**config.mk**
```make
export PLATFORM = sky130hd
export DESIGN_NAME = record_deframer_masked_crc32c
export DESIGN_NICKNAME = d
export VERILOG_FILES = /design/src/rtl/rdmc_pkg.sv /design/src/rtl/record_deframer_masked_crc32c.sv
export SDC_FILE = /design/constraint.sdc
export NUM_CORES = 1
export LEC_CHECK = 0
export BUFFER_PORTS_ARGS = -buffer_cell sky130_fd_sc_hd__buf_4
export CORE_AREA = 2 2 216 218
export DETAILED_ROUTE_END_ITERATION = 8
export DIE_AREA = 0 0 218 220
export PLACE_DENSITY = 0.77
export SKIP_LAST_GASP = 1
export SYNTH_ARGS = -nofsm -noshare
export SYNTH_HDL_FRONTEND = slang
export SYNTH_SLANG_ARGS = --single-unit
```
**constraint.sdc**
```tcl
create_clock -name clk -period 7.9 [get_ports clk]
set_clock_uncertainty 0.1 [all_clocks]
set_input_delay 0 -clock clk [delete_from_list [all_inputs] [get_ports clk]]
set_output_delay 0 -clock clk [all_outputs]
set_load 0.005 [all_outputs]
```
**src/rtl/rdmc_pkg.sv**
```systemverilog
// Package with types, constants and CRC-32C helpers for the masked CRC-32C record deframer.
`default_nettype none

package rdmc_pkg;

	localparam int COUNT_BITS = 32;

	localparam logic [31:0] CRC_POLY = 32'h82f63b78;
	localparam logic [31:0] CRC_INIT = 32'hffffffff;
	localparam logic [31:0] MASK_ADD = 32'ha282ead8;
	localparam int          ROT_RIGHT = 15;
	localparam int          ROT_LEFT = 17;
	localparam logic [3:0]  HDR_LEN_BYTES = 4'd8;
	localparam logic [3:0]  HDR_LAST = 4'd11;
	localparam logic [1:0]  TRL_LAST = 2'd3;

	typedef enum logic [1:0] {
		PH_HEADER  = 2'd0,
		PH_PAYLOAD = 2'd1,
		PH_TRAILER = 2'd2,
		PH_STOPPED = 2'd3
	} phase_t;

	typedef enum logic [2:0] {
		KIND_PAYLOAD   = 3'd0,
		KIND_OK        = 3'd1,
		KIND_LEN_BAD   = 3'd2,
		KIND_DATA_BAD  = 3'd3,
		KIND_TRUNCATED = 3'd4,
		KIND_CLEAN_END = 3'd5
	} kind_t;

	typedef struct packed {
		logic [7:0] in_byte;
		logic       end_of_input;
	} in_t;

	typedef struct packed {
		logic [7:0]  out_byte;
		kind_t       kind;
		logic [63:0] record_length;
		logic [31:0] records_done;
	} out_t;

	// One byte of the reflected Castagnoli CRC, bit by bit.
	function automatic logic [31:0] crc_byte(input logic [31:0] crc, input logic [7:0] b);
		logic [31:0] c;
		c = crc ^ {24'd0, b};
		for (int k = 0; k < 8; k++) begin
			c = c[0] ? ((c >> 1) ^ CRC_POLY) : (c >> 1);
		end
		return c;
	endfunction

	// Finalize the CRC register, rotate right and add the mask constant.
	function automatic logic [31:0] crc_masked(input logic [31:0] crc);
		logic [31:0] c;
		logic [31:0] r;
		c = ~crc;
		r = (c >> ROT_RIGHT) | (c << ROT_LEFT);
		return r + MASK_ADD;
	endfunction

endpackage

`default_nettype wire

```
**src/rtl/record_deframer_masked_crc32c.sv**
```systemverilog
// Top level of the masked CRC-32C record deframer: input register, decode logic, result register.
//
// The block takes a byte stream of length-prefixed records on the item channel and
// emits one transaction on the result channel per payload byte, plus one status
// transaction that closes each record. A record is an 8-byte little-endian length,
// a 4-byte masked CRC-32C of those bytes, the payload and a 4-byte masked CRC-32C of
// the payload. Payload bytes leave before the record is verified; the status follows.
// An item with end_of_input set ends the stream: a clean end at a record boundary,
// a truncation report anywhere else.
// Both channels use valid and stall; a transaction completes when valid is high and
// stall is low. An item is taken into the input register, and the decode logic then updates
// the record state and loads the result register once that register is free. So each result
// is offered from the result register, and one item per cycle is sustained while the receiver
// does not stall; the CRC byte update and the 64-bit length counter are combinational.
// When the receiver stalls, the result register holds and the input register fills;
// the item channel stalls only while both are full.
// Asynchronous reset empties both registers and returns the state to the start of a
// record with zero verified records. The end of the stream, clean or truncated, and a
// bad CRC stop the block: all later items are accepted and dropped until the next reset.
`default_nettype none

module record_deframer_masked_crc32c
	import rdmc_pkg::*;
(
	input  wire  logic clk,
	input  wire  logic arst_n,
	input  wire  logic item_valid,
	output logic       item_stall,
	input  wire  in_t  item,
	output logic       result_valid,
	input  wire  logic result_stall,
	output out_t       result
);

	// Input register.
	logic s1_valid_q;
	in_t  item_s1;

	// Record state.
	phase_t                  phase_q,    phase_d;
	logic [3:0]              hdr_idx_q,  hdr_idx_d;
	logic [63:0]             length_q,   length_d;
	logic [63:0]             left_q,     left_d;
	logic [31:0]             crc_q,      crc_d;
	logic [31:0]             rcv_q,      rcv_d;
	logic [1:0]              trl_idx_q,  trl_idx_d;
	logic [COUNT_BITS-1:0]   count_q,    count_d;

	// Result register.
	logic result_valid_q;
	out_t result_q;

	logic out_free;
	logic advance;
	logic emit;
	out_t res_d;

	// The result register can take a new value when it is empty or being drained.
	assign out_free   = !result_valid_q || !result_stall;
	assign advance    = s1_valid_q && out_free;
	assign item_stall = s1_valid_q && !out_free;

	assign result_valid = result_valid_q;
	assign result       = result_q;

	always_comb begin
		logic [63:0] len_n;
		logic [31:0] rcv_n;
		logic [31:0] crc_n;
		logic [63:0] left_n;
		logic [63:0] cnt_ext;

		phase_d   = phase_q;
		hdr_idx_d = hdr_idx_q;
		length_d  = length_q;
		left_d    = left_q;
		crc_d     = crc_q;
		rcv_d     = rcv_q;
		trl_idx_d = trl_idx_q;
		count_d   = count_q;
		emit      = 1'b0;
		res_d     = '0;
		len_n     = '0;
		rcv_n     = '0;
		crc_n     = CRC_INIT;
		left_n    = left_q - 64'd1;

		if (phase_q == PH_STOPPED) begin
			emit = 1'b0;
		end else if (item_s1.end_of_input) begin
			emit    = 1'b1;
			phase_d = PH_STOPPED;
			if (phase_q == PH_HEADER && hdr_idx_q == 4'd0) begin
				res_d.kind          = KIND_CLEAN_END;
				res_d.record_length = 64'd0;
			end else begin
				res_d.kind          = KIND_TRUNCATED;
				res_d.record_length = length_q;
			end
		end else begin
			case (phase_q)
				PH_HEADER: begin
					// The first header byte starts a fresh record.
					if (hdr_idx_q != 4'd0) begin
						len_n = length_q;
						rcv_n = rcv_q;
						crc_n = crc_q;
					end
					if (hdr_idx_q < HDR_LEN_BYTES) begin
						len_n[{hdr_idx_q[2:0], 3'b000} +: 8] = item_s1.in_byte;
						crc_n = crc_byte(crc_n, item_s1.in_byte);
					end else begin
						rcv_n[{hdr_idx_q[1:0], 3'b000} +: 8] = item_s1.in_byte;
					end
					length_d  = len_n;
					crc_d     = crc_n;
					rcv_d     = rcv_n;
					hdr_idx_d = hdr_idx_q + 4'd1;
					if (hdr_idx_q == HDR_LAST) begin
						hdr_idx_d = 4'd0;
						if (crc_masked(crc_n) != rcv_n) begin
							emit                = 1'b1;
							res_d.kind          = KIND_LEN_BAD;
							res_d.record_length = len_n;
							phase_d             = PH_STOPPED;
						end else begin
							left_d    = len_n;
							crc_d     = CRC_INIT;
							rcv_d     = 32'd0;
							trl_idx_d = 2'd0;
							phase_d   = (len_n == 64'd0) ? PH_TRAILER : PH_PAYLOAD;
						end
					end
				end
				PH_PAYLOAD: begin
					crc_d          = crc_byte(crc_q, item_s1.in_byte);
					left_d         = left_n;
					emit           = 1'b1;
					res_d.kind     = KIND_PAYLOAD;
					res_d.out_byte = item_s1.in_byte;
					if (left_n == 64'd0) begin
						phase_d = PH_TRAILER;
					end
				end
				PH_TRAILER: begin
					rcv_n = rcv_q;
					rcv_n[{trl_idx_q, 3'b000} +: 8] = item_s1.in_byte;
					rcv_d     = rcv_n;
					trl_idx_d = trl_idx_q + 2'd1;
					if (trl_idx_q == TRL_LAST) begin
						emit                = 1'b1;
						res_d.record_length = length_q;
						if (crc_masked(crc_q) != rcv_n) begin
							res_d.kind = KIND_DATA_BAD;
							phase_d    = PH_STOPPED;
						end else begin
							res_d.kind = KIND_OK;
							count_d    = count_q + COUNT_BITS'(1);
							phase_d    = PH_HEADER;
						end
					end
				end
				default: begin
					emit = 1'b0;
				end
			endcase
		end

		cnt_ext            = 64'(count_d);
		res_d.records_done = cnt_ext[31:0];
	end

	always_ff @(posedge clk or negedge arst_n) begin
		if (!arst_n) begin
			s1_valid_q     <= 1'b0;
			result_valid_q <= 1'b0;
			phase_q        <= PH_HEADER;
			hdr_idx_q      <= 4'd0;
			length_q       <= 64'd0;
			left_q         <= 64'd0;
			crc_q          <= CRC_INIT;
			rcv_q          <= 32'd0;
			trl_idx_q      <= 2'd0;
			count_q        <= '0;
		end else begin
			if (item_valid && !item_stall) begin
				s1_valid_q <= 1'b1;
			end else if (advance) begin
				s1_valid_q <= 1'b0;
			end
			if (out_free) begin
				result_valid_q <= advance && emit;
			end
			if (advance) begin
				phase_q   <= phase_d;
				hdr_idx_q <= hdr_idx_d;
				length_q  <= length_d;
				left_q    <= left_d;
				crc_q     <= crc_d;
				rcv_q     <= rcv_d;
				trl_idx_q <= trl_idx_d;
				count_q   <= count_d;
			end
		end
	end

	always_ff @(posedge clk) begin
		if (item_valid && !item_stall) begin
			item_s1 <= item;
		end
		if (advance && emit) begin
			result_q <= res_d;
		end
	end

	// Once stopped, only reset brings the block back.
	a_stop_sticky: assert property (@(posedge clk) disable iff (!arst_n)
		phase_q == PH_STOPPED |=> phase_q == PH_STOPPED)
		else $error("deframer left the stopped phase without reset");

	// While in the payload phase at least one payload byte is still expected.
	a_payload_left: assert property (@(posedge clk) disable iff (!arst_n)
		phase_q == PH_PAYLOAD |-> left_q != 64'd0)
		else $error("payload phase with no bytes left");

	// A verified record advances the record count by exactly one.
	a_count_step: assert property (@(posedge clk) disable iff (!arst_n)
		advance && emit && res_d.kind == KIND_OK
		|=> count_q == $past(count_q) + COUNT_BITS'(1))
		else $error("record count did not advance on a verified record");

endmodule

`default_nettype wire

```
==> impl_results.md <==
* Status: complete, but fails checks
* Failing checks: hold timing
* Final slew viol count at 0
* Worst reg-to-reg setup slack at 0.35 ns
* CTS H-tree depth at 2
* CTS Buffer Depth at 3
* TNS Setup at 0 ns
* Total wire length at 104,800 microns
* CTS Buf Count at 41
* Post-CTS Resized at 0
* Wirelength per Cell at 28.23 microns
* Synth top area share at 0.1965
* CTS clk-pin slew, worst paths at 0.06 ns
* Critical path required time at 8.14 ns
* Synthesized Nets at 3,087
* Worst-margin pin slew at 1.349 ns
* Cell row count at 79
* Main flop type after synthesis: dfrtp_1
* Crit path kind: reg2reg
* Final Setup Violations at 0
* Clock sink count at 350
* Number of vias per cell at 6.922
* Relative slew slack at 0.09122
* Worst R2R Path Depth at 18
* Largest net degree at the start of global routing at 103
* RSZ-0062 raised after global routing: false
* Synth Area per Inst at 8.429 sq um
* Vias at 25,689
* Buffers on Ports at 121
* Final Cycle Share at 0.9552
* Reg2reg end: result[17]$_DFFE_PP_
* Final Hold Fails at 20
* Fin nets at 3,104
* First-pass GRT wire length at 154,400 microns
* CP max FO at 65
* TritonCTS clock tree: done
* Initial antenna violation count at 4
* Post-synth cell types at 95
* Clock Root Buffer: clkbuf_16
* GPL Wtd Cong at 1.061
* Layout area overhead at 11.37%
* Vias in the first global route at 24,005
* Hold slack at -0.06625 ns
* Synth Instances at 3,052
* Sequential-to-total area share from yosys stat at 0.3646
* Yosys top cell by area: dfrtp_1
* Die W at 218 microns
* Asr flop ratio synth at 0.6686
* Post-synth EDFFs at 116
* Register bit count reported by yosys at 350
* 1st-iter DRT viols at 4,261
* Max-cap violations at 0
* Post-route ant nets at 0
* GRT Overall Usage at 0.4313
* FMAX at 132.5 MHz
* Skew-Pair Late Insertion Delay at 0.60 ns
* Post-DP HPWL at 75,380 microns
* YS warnings at 0
* Most common cell after layout, fill and taps aside: nand2_1
* Final min period at 7.546 ns
* Reg2Reg Launch Point: hdr_idx_q[1]$_DFFE_PN0P_
* Full die area at 47,960 sq um
* CORE AREA at 45,860 sq um
* I/O pin total at 122
* Starting Density at 0.5609
* DRT Pass-1 Iters at 6
* Die Ht at 220 microns
* Layout cells sized above 1 at 0.1103
* Most frequent cells in the layout: nand2_1, o21ai_0, nor2_1
* Congestion Overflow GR at 0
* # DRC at 0
* Startpoint Class: flop
* Critical path arrival at 7.79 ns
* Synth area leaders: dfrtp_1, edfxtp_1, xnor2_1
* Worst hold-check path type: in2async
* Setup crit end kind: flop
* Post-Syn Area at 25,720 sq um
final cells by class:
class / instances / area [sq um]
Clock buffer: 52 / 1119
Tap cell: 607 / 759.5
Fill cell: 3947 / 17210
Multi-Input combinational cell: 2410 / 15290
Inverter: 57 / 214.0
Clock inverter: 24 / 217.7
Timing Repair Buffer: 209 / 1659
Sequential cell: 350 / 9383
Antenna cell: 2 / 5.005
timing repair:
item	in CTS	in global routing
setup buffers	0	0
hold endpoints to repair	109	0
hold buffers	13	0
cell families after synthesis:
| kind of cell | after synthesis | share of synthesized area |
|---|---|---|
| compound gates | 828 | 0.2072 |
| xor+xnor | 352 | 0.1357 |
| fa+ha+maj | 22 | 0.01070 |
| buf+inv | 292 | 0.04402 |
| flops | 350 | 0.3646 |
| mux | 31 | 0.01245 |
| simple gates | 1177 | 0.2253 |
metal layers:
metal  GRT usage  routed length, microns
met5           0                      65
met4      0.3379                   10180
met3     0.09772                   11610
met2      0.6572                   45420
met1      0.5301                   37490
synth_stat cells (12+ instances only):
cell type	number
o21a_1	22
or3_1	46
dfrtp_1	202
nor2_1	235
a22o_1	41
a22oi_1	53
nand2_1	344
o211ai_1	15
inv_1	55
nand2b_1	22
edfxtp_1	116
nor4_1	47
o31ai_1	49
nor3_1	111
xor2_1	114
and3_1	60
clkbuf_1	195
a21o_1	12
o22ai_1	18
dfstp_2	32
mux2i_1	23
xnor2_1	208
nand4_1	37
and2_1	40
ha_1	22
nor2b_1	43
nand3_1	115
a21oi_1	204
a31oi_1	37
buf_1	24
xnor3_1	29
o21ai_0	242
how the worst max path moves through the flow:
stage | start | end | slack (ns) | depth (start not counted)
finish | hdr_idx_q[1]$_DFFE_PN0P_ | result[17]$_DFFE_PP_ | 0.35 | 18
global route | hdr_idx_q[1]$_DFFE_PN0P_ | result[101]$_SDFFCE_PP0P_ | 0.16 | 17
CTS | hdr_idx_q[1]$_DFFE_PN0P_ | result[19]$_DFFE_PP_ | 0.59 | 17
detailed placement | hdr_idx_q[1]$_DFFE_PN0P_ | result[19]$_DFFE_PP_ | 0.62 | 17
global placement | hdr_idx_q[1]$_DFFE_PN0P_ | result[35]$_SDFFCE_PP0P_ | 0.78 | 17
floorplan | hdr_idx_q[0]$_DFFE_PN0P_ | result[0]$_DFFE_PP_ | 0.06 | 21
state kept, by name (all words and copies together) (netlist names):
signal	flops
result	107
left_q	64
length_q	64
count_q	32
crc_q	32
rcv_q	32
item_s1	9
hdr_idx_q	4
phase_q	2
trl_idx_q	2
result_valid	1
s1_valid_q	1
worst max-delay path, cell delays in order, from the launching register on:
cell	delay [ns]
dfrtp_1	0.46
inv_1	0.17
ha_1	0.19
or3b_2	0.61
a221oi_4	0.29
buf_4	0.27
xnor2_1	0.27
xnor3_1	0.72
xnor3_1	0.58
a21oi_1	0.74
a2111oi_0	0.30
a22o_1	0.25
or4b_1	0.46
nor4_1	0.28
nand4_1	0.21
nor2_1	0.36
nor2_1	0.15
o21a_4	0.50
buf_4	0.33
metrics by stage:
stage | setup WS [ns] | hold slack (ns) | cells | utilization | instance area, sq um
6_report | 0.3537 | -0.06625 | 3711 | 0.6247 | 28650
5_1_grt | 0.1594 | 0.03423 | 3709 | 0.6246 | 28650
4_1_cts | 0.5925 | 0.01520 | 3709 | 0.6246 | 28650
3_5_place_dp | 0.6158 | 0.03096 | 3620 | 0.5926 | 27180
3_3_place_gp | 0.7763 | 0.02252 | 3620 | 0.5926 | 27180
2_1_floorplan | 0.05945 | -0.3956 | 3052 | - | 25720
Power is left out: the tool's default activity adds up to more than one toggle a clock period on the data nets, which glitch-free logic cannot reach.
